File: config.mk
export PLATFORM = sky130hd
export DESIGN_NAME = mfmc_alu
export DESIGN_NICKNAME = d
export VERILOG_FILES = /design/src/hw/rtl/mfmc_pkg.sv /design/src/hw/rtl/mfmc_alu.sv
export SDC_FILE = /design/constraint.sdc
export NUM_CORES = 1
export LEC_CHECK = 0
export ABC_CLOCK_PERIOD_IN_PS = 15600
export BUFFER_PORTS_ARGS = -buffer_cell sky130_fd_sc_hd__clkbuf_2
export CORE_ASPECT_RATIO = 0.6
export CORE_MARGIN = 1.5
export CORE_UTILIZATION = 59
export DETAILED_ROUTE_END_ITERATION = 10
export PLACE_DENSITY = 0.85
export SLEW_MARGIN = 20
export SYNTH_ARGS = -nofsm -noshare
export SYNTH_HDL_FRONTEND = slang
export SYNTH_SLANG_ARGS = --single-unit
File: constraint.sdc
create_clock -name vclk -period 15.6
set_clock_uncertainty 0.2 [all_clocks]
set_input_delay 3.12 -clock vclk [all_inputs]
set_output_delay 3.12 -clock vclk [all_outputs]
set_load 0.02 [all_outputs]
File: src/hw/rtl/mfmc_pkg.sv
// ----------------------------------------------------------------------------
// mfmc_pkg: shared types and constants for the min-cut edge lister
// Matrix geometry, arithmetic widths, shared-unit opcodes and memory request.
// ----------------------------------------------------------------------------
`timescale 1ns / 1ps
`default_nettype none

package mfmc_pkg;

	localparam int MAX_NODES  = 16;
	localparam int IDX_W      = $clog2(MAX_NODES);
	localparam int ADDR_W     = 2 * IDX_W;
	localparam int MAT_DEPTH  = MAX_NODES * MAX_NODES;
	localparam int CAP_BITS   = 8;
	localparam int FLOW_W     = CAP_BITS + 1;
	localparam int RES_W      = CAP_BITS + 2;
	localparam int CNT_W      = $clog2(MAX_NODES + 1);
	localparam int NODE_W     = 5;
	localparam int TOTAL_W    = 7;
	localparam int MAX_PAIRS  = 64;
	localparam int IN_DATA_W  = 16;
	localparam int OUT_DATA_W = 24;

	// input operation codes, carried on s_tuser
	localparam logic OP_EDGE  = 1'b0;
	localparam logic OP_SOLVE = 1'b1;

	typedef logic [IDX_W-1:0]         idx_t;
	typedef logic [ADDR_W-1:0]        addr_t;
	typedef logic [CAP_BITS-1:0]      cap_t;
	typedef logic signed [FLOW_W-1:0] flow_t;
	typedef logic signed [RES_W-1:0]  res_t;

	typedef enum logic [1:0] {
		ALU_RESID,
		ALU_FLOW_ADD,
		ALU_SAT_INC
	} alu_op_t;

	typedef struct packed {
		logic  rd_en;
		addr_t rd_addr;
		logic  cap_we;
		addr_t cap_waddr;
		cap_t  cap_wdata;
		logic  flow_we;
		addr_t flow_waddr;
		flow_t flow_wdata;
	} mat_req_t;

endpackage

`default_nettype wire

File: src/hw/rtl/mfmc_alu.sv
// ----------------------------------------------------------------------------
// mfmc_alu: shared arithmetic unit
// Residual, flow update and saturating capacity increment, with compares.
// ----------------------------------------------------------------------------
`timescale 1ns / 1ps
`default_nettype none

module mfmc_alu (
	input  mfmc_pkg::alu_op_t op,
	input  mfmc_pkg::cap_t    cap,
	input  mfmc_pkg::flow_t   flow,
	input  mfmc_pkg::res_t    operand,
	output mfmc_pkg::res_t    result,
	output logic              pos,
	output logic              below
);
	import mfmc_pkg::*;

	localparam res_t CAP_TOP = res_t'((1 << CAP_BITS) - 1);

	res_t cap_x;
	res_t flow_x;
	res_t inc;

	assign cap_x  = res_t'({2'b00, cap});
	assign flow_x = res_t'({flow[FLOW_W-1], flow});
	assign inc    = cap_x + operand;

	always_comb begin
		unique case (op)
			ALU_RESID:    result = cap_x - flow_x;
			ALU_FLOW_ADD: result = flow_x + operand;
			ALU_SAT_INC:  result = (inc > CAP_TOP) ? CAP_TOP : inc;
			default:      result = cap_x - flow_x;
		endcase
	end

	assign pos   = result > res_t'(0);
	assign below = result < operand;

endmodule

`default_nettype wire

==> results.md, run 1 <==
- Status: finished, final reports clean
- Cell depth of the worst min-delay path: 5
- Setup repair after global routing missed its margin: false
- Static leakage: 0.985 nW
- CP Capture Type: primary output
- Area inside the core boundary: 2570 um2
- Via-per-instance ratio: 6.23
- First drt pass iteration count: 4
- Net Sw Frac: 0.601
- Layout clock buffers: 0
- Instance count after placement with tap cells included: 298
- Distinct cells, synth: 43
- Number of design-rule violations left by the first detailed-router iteration: 160
- Placed wire-length estimate: 4.28 mm
- Slew margin rel.: 0.603
- Path type of the worst min-delay path: input pin to primary output
- I/O pin total: 41
- Part of the total power dissipated in sequential elements: 0
- Worst-Margin Slew: 0.594 ns
- Buffer count from post-CTS setup fixing: 0
- Area of the die: 3140 um2
- Proportion of power drawn by the clock network: 0
- Number of standard cells after synthesis: 227
- # fillers: 240
- Peak supply drop: 0.0208 mV
- Relative contribution of combinational cells to total power: 1.000
- Power dissipated by switching net loads: 0.0613 mW
- Antenna cells: 0
- Required time at the endpoint of the critical path: 12.28 ns
- Share of cells above drive strength 1: 0.180
- Syn nets: 295
- Tightest hold margin: 6.62 ns
- Number of antenna violations at the first check in global routing: 0
- Via Count: 1,857
- Synth top area cells: ha_1 27%, a21oi_1 7.3%, xnor2_1 6.9%
- Internal power: 0.0407 mW
- Post-cts sizing count: 0
- Core Rows: 14
- Number of pins with negative max-slew slack in the final report: 0
- Area share of the leading cell type in the synthesized netlist: 0.273
- Routability congestion estimate from global placement: 1.02
- Final setup violation count: 0
- Final Routed Wirelength: 4.82 mm
- Starting utilization of the core area: 0.642
- Post-Syn Area: 1650 um2
- Sequential-to-total area share from yosys stat: 0
- Category of the worst setup path launch point: input pin
- Utilization of the core after routing: 0.734
- Final critical-path required period: 10.36 ns
- Horizontal die dimension: 71.3 um
- Seq cells: 0
- GRT Resource Usage Total: 0.321
- First-pass GRT wire length: 7.87 mm
- Tot Pwr: 0.102 mW
- Final net count: 336
- Remaining global-route overflow: 0
- Upper clock frequency limit: 0.0965 GHz
- Most frequent standard cell in the layout excluding fill and tap cells: clkbuf_2
- Critical Path Fanout Max: 8
- Number of hold violations in the final report: 0
- Number of buffers inserted by hold repair at cts: 0
- DRC Markers: 0
- Maximum Capacitance Violations: 0
- Area growth from synthesis to layout: 14.4%
- Critical path start-end classification: input pin to primary output
- Portion of the clock cycle consumed by the worst path in the final layout: 0.664
- Number of port buffers: 41
- Area occupied by multi-input gates: 1550 um2
- DR WL/cell: 16.2 um
- Area of all sequential standard cells: 0 um2
- Die extent in y: 44 um
- Commonest non-fill, non-tap cells in the layout: 41 x clkbuf_2, 36 x ha_1, 25 x inv_1
- Count of non-filler cells in the finished layout: 298
- Final total negative setup slack: 0 ns
- Largest net degree at the start of global routing: 17
- Arrival time at the worst endpoint: 7.04 ns
- Mean post-synth cell area: 7.28 um2
- Remaining number of nets flagged by the antenna check after routing: 0
- Number of global-route vias before repair: 1,696
- Warnings, synthesis: 0
- Power density relative to cell area: 54.0 nW/um2
- Largest area contributor in the synthesized netlist: ha_1
[layer usage]
layer / routed length [um] / vias to the layer above / GRT usage
met1: 2350 / 831 / 0.497
met2: 1930 / 93 / 0.496
met5: 0 / - / 0
met4: 27 / 0 / 0.0264
met3: 511 / 4 / 0.0326
li1: - / 929 / -
[worst max-delay path: stages]
cell	delay, ns
clkbuf_2	0.13
ha_1	0.36
and3_1	0.22
a211oi_2	0.39
nor3_1	0.13
a211oi_2	0.50
nand2_1	0.18
a21oi_1	0.32
ha_1	0.31
a21o_1	0.18
a21o_1	0.18
a21o_1	0.18
a21o_1	0.17
a21o_1	0.17
a21oi_1	0.13
nand2_1	0.06
mux2i_1	0.13
clkbuf_2	0.19
[Yosys cell counts (2+ instances only)]
cell type / number
fa_1: 3
o221ai_1: 2
and3_1: 3
nand3_1: 10
a2111o_1: 2
or3_1: 2
a21oi_1: 24
inv_1: 25
clkbuf_1: 2
xor2_1: 7
xnor2_1: 13
ha_1: 36
nand4_1: 2
a211oi_2: 2
mux2i_1: 2
nor2_1: 7
nor3_1: 8
o2111ai_1: 2
a211oi_1: 2
o22ai_1: 3
and2_1: 6
a31oi_1: 3
o21ai_0: 10
nand2_1: 16
o211ai_1: 3
a21o_1: 10
o21bai_1: 4
o21a_1: 3
[cell families (layout without fill, tap and decap cells)]
group,Yosys count,count (layout),synth area share
compound gates,77,77,0.321
mux,2,2,0.0121
simple gates,62,62,0.191
buf+inv,27,66,0.0613
xor+xnor,20,20,0.106
fa+ha+maj,39,39,0.309
[worst paths after layout]
| check | from | slack, ns | end |
|---|---|---|---|
| worst max-delay path | operand[3] | 5.24 | below |
| worst min-delay path | operand[0] | 6.62 | below |
[power groups by stage]
stage / registers, mW / clock network (mW) / logic, mW
2_1_floorplan: 0 / 0 / 0.0717
3_3_place_gp: 0 / 0 / 0.0974
4_1_cts: 0 / 0 / 0.100
5_1_grt: 0 / 0 / 0.111
3_5_place_dp: 0 / 0 / 0.0998
6_report: 0 / 0 / 0.102
[through the flow]
| step | area, um2 | setup slack (ns) |
|---|---|---|
| detailed placement | 1890 | 5.31 |
| global route | 1890 | 4.99 |
| global placement | 1890 | 5.40 |
| finish | 1890 | 5.24 |
| floorplan | 1650 | 5.48 |
| CTS | 1890 | 5.30 |
[final cells by class]
type                       count  area share
inverter                      25      0.0496
multi-input combinational    200       0.821
tap                           32      0.0212
timing repair buffer          41       0.109
No activity file was read; power rests on OpenSTA's default activity.
==> run 2: changes to the inputs <==
--- a/config.mk
+++ b/config.mk
@@ -5,13 +5,13 @@
 export SDC_FILE = /design/constraint.sdc
 export NUM_CORES = 1
 export LEC_CHECK = 0
-export ABC_CLOCK_PERIOD_IN_PS = 15600
+export ABC_CLOCK_PERIOD_IN_PS = 9100
 export BUFFER_PORTS_ARGS = -buffer_cell sky130_fd_sc_hd__clkbuf_2
 export CORE_ASPECT_RATIO = 0.6
 export CORE_MARGIN = 1.5
-export CORE_UTILIZATION = 59
+export CORE_UTILIZATION = 52
 export DETAILED_ROUTE_END_ITERATION = 10
-export PLACE_DENSITY = 0.85
+export PLACE_DENSITY = 0.79
 export SLEW_MARGIN = 20
 export SYNTH_ARGS = -nofsm -noshare
 export SYNTH_HDL_FRONTEND = slang
==> constraint.sdc (replaced) <==
create_clock -name vclk -period 9.1
set_clock_uncertainty 0.2 [all_clocks]
set_input_delay 1.82 -clock vclk [all_inputs]
set_output_delay 1.82 -clock vclk [all_outputs]
set_load 0.02 [all_outputs]
==> run 2 against run 1 <==
Against the previous run:
- design area increased by 0.66%
- critical path depth is 2 higher
- global-route usage fell by 3.5 points
==> results.md, run 2 (synthesis gave the netlist of run 1 again) <==
- Status: finished, final reports clean
- Final net count: 336
- Area of the die: 3540 um2
- Via-per-instance ratio: 5.94
- Final critical-path required period: 7.73 ns
- Setup repair after global routing missed its margin: false
- Final setup violation count: 0
- Horizontal die dimension: 75.8 um
- Post-cts sizing count: 0
- Cell depth of the worst min-delay path: 6
- Number of hold violations in the final report: 0
- Antenna cells: 0
- Number of pins with negative max-slew slack in the final report: 0
- Maximum Capacitance Violations: 0
- Relative contribution of combinational cells to total power: 1.000
- First drt pass iteration count: 4
- Placed wire-length estimate: 4.12 mm
- Category of the worst setup path launch point: input pin
- Slew margin rel.: 0.600
- Startpoint of the worst hold path: flow[0]
- Number of port buffers: 41
- Starting utilization of the core area: 0.561
- Power density relative to cell area: 90.9 nW/um2
- Commonest non-fill, non-tap cells in the layout: 41 x clkbuf_2, 36 x ha_1, 25 x inv_1
- Static leakage: 0.985 nW
- Core Rows: 15
- DR WL/cell: 15.2 um
- Area inside the core boundary: 2950 um2
- Number of global-route vias before repair: 1,565
- First-pass GRT wire length: 7.56 mm
- Number of buffers inserted by hold repair at cts: 0
- Layout clock buffers: 0
- Number of design-rule violations left by the first detailed-router iteration: 168
- Die extent in y: 46.7 um
- Remaining number of nets flagged by the antenna check after routing: 0
- CP Capture Type: primary output
- Net Sw Frac: 0.597
- Critical path start-end classification: input pin to primary output
- Peak supply drop: 0.0413 mV
- Via Count: 1,829
- Upper clock frequency limit: 0.129 GHz
- Part of the total power dissipated in sequential elements: 0
- Routability congestion estimate from global placement: 0.994
- Power dissipated by switching net loads: 0.103 mW
- Arrival time at the worst endpoint: 5.71 ns
- Area of all sequential standard cells: 0 um2
- Critical Path Fanout Max: 7
- Most frequent standard cell in the layout excluding fill and tap cells: clkbuf_2
- Number of antenna violations at the first check in global routing: 0
- Area growth from synthesis to layout: 15.1%
- Portion of the clock cycle consumed by the worst path in the final layout: 0.850
- Buffer count from post-CTS setup fixing: 0
- Worst-Margin Slew: 0.599 ns
- Proportion of power drawn by the clock network: 0
- I/O pin total: 41
- DRC Markers: 0
- Final total negative setup slack: 0 ns
- Tightest hold margin: 4.00 ns
- Share of cells above drive strength 1: 0.180
- Internal power: 0.0698 mW
- Final Routed Wirelength: 4.67 mm
- Remaining global-route overflow: 0
- Path type of the worst min-delay path: input pin to primary output
- Worst hold path endpoint: result[0]
- Required time at the endpoint of the critical path: 7.08 ns
- Largest net degree at the start of global routing: 17
- GRT Resource Usage Total: 0.286
- Seq cells: 0
## run 2: how the worst max path moves through the flow
stage	slack [ns]	depth (start not counted)	startpoint	end
final	1.37	20	cap[0]	below
after global routing	1.13	18	operand[2]	below
after CTS	1.39	20	cap[0]	below
after detailed placement	1.40	20	cap[0]	below
after global placement	1.39	20	cap[0]	below
after floorplan	1.58	17	cap[0]	below
## run 2: area by class of cell
| cell class | instances | area (um2) |
|---|---|---|
| fill | 290 | 1040 |
| tap | 42 | 52.6 |
| inverter | 25 | 93.8 |
| multi-input combinational | 200 | 1550 |
| timing repair buffer | 41 | 205 |
## run 2: metrics by stage
stage	std cells	total power, mW	instance area [um2]	util	setup slack, ns
2_1_floorplan	227	0.123	1650	-	1.58
6_report	308	0.173	1900	0.646	1.37
5_1_grt	308	0.192	1900	0.646	1.13
4_1_cts	308	0.171	1900	0.646	1.39
3_3_place_gp	308	0.168	1900	0.646	1.39
3_5_place_dp	308	0.170	1900	0.646	1.40
## run 2: power groups by stage
stage / clock network, mW / logic (mW) / registers [mW]
after floorplan: 0 / 0.123 / 0
after global placement: 0 / 0.168 / 0
after global routing: 0 / 0.192 / 0
after detailed placement: 0 / 0.170 / 0
final: 0 / 0.173 / 0
after CTS: 0 / 0.171 / 0
## run 2: critical path, cell delays in order
cell and delay, ns:
clkbuf_2 0.10, ha_1 0.22, fa_1 0.45, a211oi_1 0.38
nor3_2 0.11, mux2i_1 0.13, a2111o_1 0.53, a21oi_1 0.17
o21ai_0 0.13, and2_1 0.19, ha_1 0.18, a21o_1 0.15
a21o_1 0.16, a21o_1 0.17, a21o_1 0.18, a21o_1 0.17
a21oi_1 0.13, nand2_1 0.06, mux2i_1 0.11, clkbuf_2 0.18
## run 2: layer usage
metal	up-vias	wire length, um	track usage
li1	925	-	-
met1	819	2550	0.454
met2	83	1730	0.409
met3	2	378	0.0460
met4	0	15	0.0214
met5	-	0	0
==> run 3: changes to the inputs <==
--- a/config.mk
+++ b/config.mk
@@ -5,13 +5,14 @@
 export SDC_FILE = /design/constraint.sdc
 export NUM_CORES = 1
 export LEC_CHECK = 0
-export ABC_CLOCK_PERIOD_IN_PS = 9100
+export ABC_AREA = 1
+export ABC_CLOCK_PERIOD_IN_PS = 7700
 export BUFFER_PORTS_ARGS = -buffer_cell sky130_fd_sc_hd__clkbuf_2
 export CORE_ASPECT_RATIO = 0.6
 export CORE_MARGIN = 1.5
-export CORE_UTILIZATION = 52
+export CORE_UTILIZATION = 59
 export DETAILED_ROUTE_END_ITERATION = 10
-export PLACE_DENSITY = 0.79
+export PLACE_DENSITY = 0.84
 export SLEW_MARGIN = 20
 export SYNTH_ARGS = -nofsm -noshare
 export SYNTH_HDL_FRONTEND = slang
==> constraint.sdc (replaced) <==
create_clock -name vclk -period 7.7
set_clock_uncertainty 0.2 [all_clocks]
set_input_delay 1.54 -clock vclk [all_inputs]
set_output_delay 1.54 -clock vclk [all_outputs]
set_load 0.02 [all_outputs]
==> run 3 against run 2 <==
Against the previous run:
- die area shrank 1.3%
- highest routed layer unchanged
- clock-buffer cell count is the same
- largest power group unchanged
- hold slack lost 0.61 ns
- critical path depth grew 1
- global-route usage grew 0.80 points
- via count grew 14%
- first-iteration DRC count shrank 12%
- critical endpoint unchanged
- core utilization grew 6.5 points
==> results.md, run 3 <==
- Number of standard cells after synthesis: 312
- Sequential-to-total area share from yosys stat: 0
- Final net count: 420
- Static leakage: 1.27 nW
- Number of design-rule violations left by the first detailed-router iteration: 148
- Final total negative setup slack: 0 ns
- Warnings, synthesis: 0
- Share of cells above drive strength 1: 0.183
- Number of port buffers: 41
- Remaining number of nets flagged by the antenna check after routing: 0
- Via Count: 2,088
- Number of buffers inserted by hold repair at cts: 0
- CP Capture Type: primary output
- Critical Path Fanout Max: 8
- DRC Markers: 0
- Net Sw Frac: 0.628
- Final Routed Wirelength: 4.94 mm
- Peak supply drop: 0.0387 mV
- Power dissipated by switching net loads: 0.129 mW
- Area growth from synthesis to layout: 12.4%
- Buffer count from post-CTS setup fixing: 0
- Path type of the worst min-delay path: input pin to primary output
- Area inside the core boundary: 2930 um2
- Number of hold violations in the final report: 0
- Post-Syn Area: 1850 um2
- Part of the total power dissipated in sequential elements: 0
- Final critical-path required period: 6.42 ns
- Synth top area cells: ha_1 24%, nand2_1 18%, inv_1 12%
- DR WL/cell: 12.6 um
- Largest area contributor in the synthesized netlist: ha_1
- Remaining global-route overflow: 0
- Antenna cells: 0
- Commonest cells in the synthesized netlist: 90 x nand2_1, 60 x inv_1, 36 x ha_1, 26 x a21oi_1, 16 x nand3_1
- Worst-Margin Slew: 0.514 ns
- Tot Pwr: 0.205 mW
- Area of the die: 3490 um2
- Length of routed wiring on met1: 2.54 mm
- Routability congestion estimate from global placement: 0.935
- Power density relative to cell area: 98.7 nW/um2
- Arrival time at the worst endpoint: 4.68 ns
- Seq cells: 0
- Relative contribution of combinational cells to total power: 1.000
- Amount of wire on met2 after detailed routing: 2.02 mm
- Largest net degree at the start of global routing: 12
- Critical path start-end classification: input pin to primary output
- Category of the worst setup path launch point: input pin
- Required time at the endpoint of the critical path: 5.96 ns
- Status: finished, final reports clean
- Commonest non-fill, non-tap cells in the layout: 90 x nand2_1, 60 x inv_1, 41 x clkbuf_2
- First-pass GRT wire length: 7.76 mm
- I/O pin total: 41
- Horizontal die dimension: 75.3 um
- First drt pass iteration count: 5
- Area share of the leading cell type in the synthesized netlist: 0.243
- Routed length on met3: 370 um
- Worst hold path endpoint: result[0]
- Area of all sequential standard cells: 0 um2
- Mean post-synth cell area: 5.93 um2
- Number of global-route vias before repair: 1,694
- Upper clock frequency limit: 0.156 GHz
- Slew margin rel.: 0.649
- Distinct cells, synth: 35
- Core Rows: 15
- Portion of the clock cycle consumed by the worst path in the final layout: 0.834
- Die extent in y: 46.4 um
- Setup repair after global routing missed its margin: false
- Starting utilization of the core area: 0.632
- Layout clock buffers: 0
- Final setup violation count: 0
- Maximum Capacitance Violations: 0
- Syn nets: 380
- Via-per-instance ratio: 5.33
- Internal power: 0.0765 mW
- Top Layer Used: met4
- Number of antenna violations at the first check in global routing: 0
- Post-cts sizing count: 0
- Placed wire-length estimate: 4.35 mm
- Most common cell in the netlist: nand2_1
- Number of pins with negative max-slew slack in the final report: 0
- Startpoint of the worst hold path: flow[0]
- Cell depth of the worst min-delay path: 6
- GRT Resource Usage Total: 0.294
- Proportion of power drawn by the clock network: 0
- Most frequent standard cell in the layout excluding fill and tap cells: nand2_1
run 3: cell count changes after synthesis, moves of 7 or more:
cell / previous run / this run
nor3_1: 8 / 1
nand2_2: 1 / 8
nand2_1: 16 / 90
a21o_1: 10 / 2
xnor2_1: 13 / 6
inv_1: 25 / 60
run 3: critical path, cell delays in order:
cell and delay, ns:
clkbuf_2 0.11, ha_1 0.24, fa_1 0.42, nand3_1 0.12, nand3_2 0.10, nand2_1 0.09
nand2_1 0.05, nand2_1 0.07, nand2_2 0.07, nand3_4 0.12, a21oi_1 0.09, o21bai_1 0.17
inv_1 0.08, ha_1 0.29, a21oi_1 0.14, nand3b_1 0.12, a21oi_1 0.06, a2111oi_0 0.40
nand3_1 0.13, nand2_1 0.09, clkbuf_2 0.16
run 3: logic make-up after synthesis:
group | after synthesis | share of synthesized area
and+or+nand+nor | 148 | 0.371
xor gates and xnor gates | 12 | 0.0568
buffers and inverters | 64 | 0.139
AOI/OAI and AO/OA | 49 | 0.158
adders and majority gates | 39 | 0.276
run 3: how the worst max path moves through the flow:
stage                from    end  slack (ns)  cells after the start
5_1_grt        operand[0]  below        1.02                     22
3_5_place_dp   operand[0]  below        1.30                     21
6_report       operand[0]  below        1.28                     21
3_3_place_gp   operand[0]  below        1.41                     21
4_1_cts        operand[0]  below        1.29                     21
2_1_floorplan      cap[0]  below        1.63                     19
run 3: per-layer routing:
| metal | up-vias | GRT usage |
|---|---|---|
| li1 | 1096 | - |
| met1 | 919 | 0.474 |
| met2 | 71 | 0.447 |
| met3 | 2 | 0.0131 |
| met4 | 0 | 0.00357 |
| met5 | - | 0 |
run 3: power groups by stage:
stage / Combinational [mW] / Clock, mW / Sequential, mW
final: 0.205 / 0 / 0
after global routing: 0.229 / 0 / 0
after CTS: 0.202 / 0 / 0
after detailed placement: 0.201 / 0 / 0
after global placement: 0.198 / 0 / 0
after floorplan: 0.148 / 0 / 0
run 3: cell type report:
cell class	count	area (um2)
Multi-Input combinational cell	248	1590
Tap cell	42	52.6
Fill cell	273	847
Timing Repair Buffer	41	205
Inverter	61	229
run 3: metrics by stage:
step / hold WS [ns] / instances / util / instance area (um2) / worst slack (ns)
after floorplan: 3.16 / 312 / - / 1850 / 1.63
after global placement: 3.39 / 392 / 0.711 / 2080 / 1.41
after detailed placement: 3.40 / 392 / 0.711 / 2080 / 1.30
after CTS: 3.40 / 392 / 0.711 / 2080 / 1.29
after global routing: 3.47 / 392 / 0.711 / 2080 / 1.02
final: 3.40 / 392 / 0.711 / 2080 / 1.28
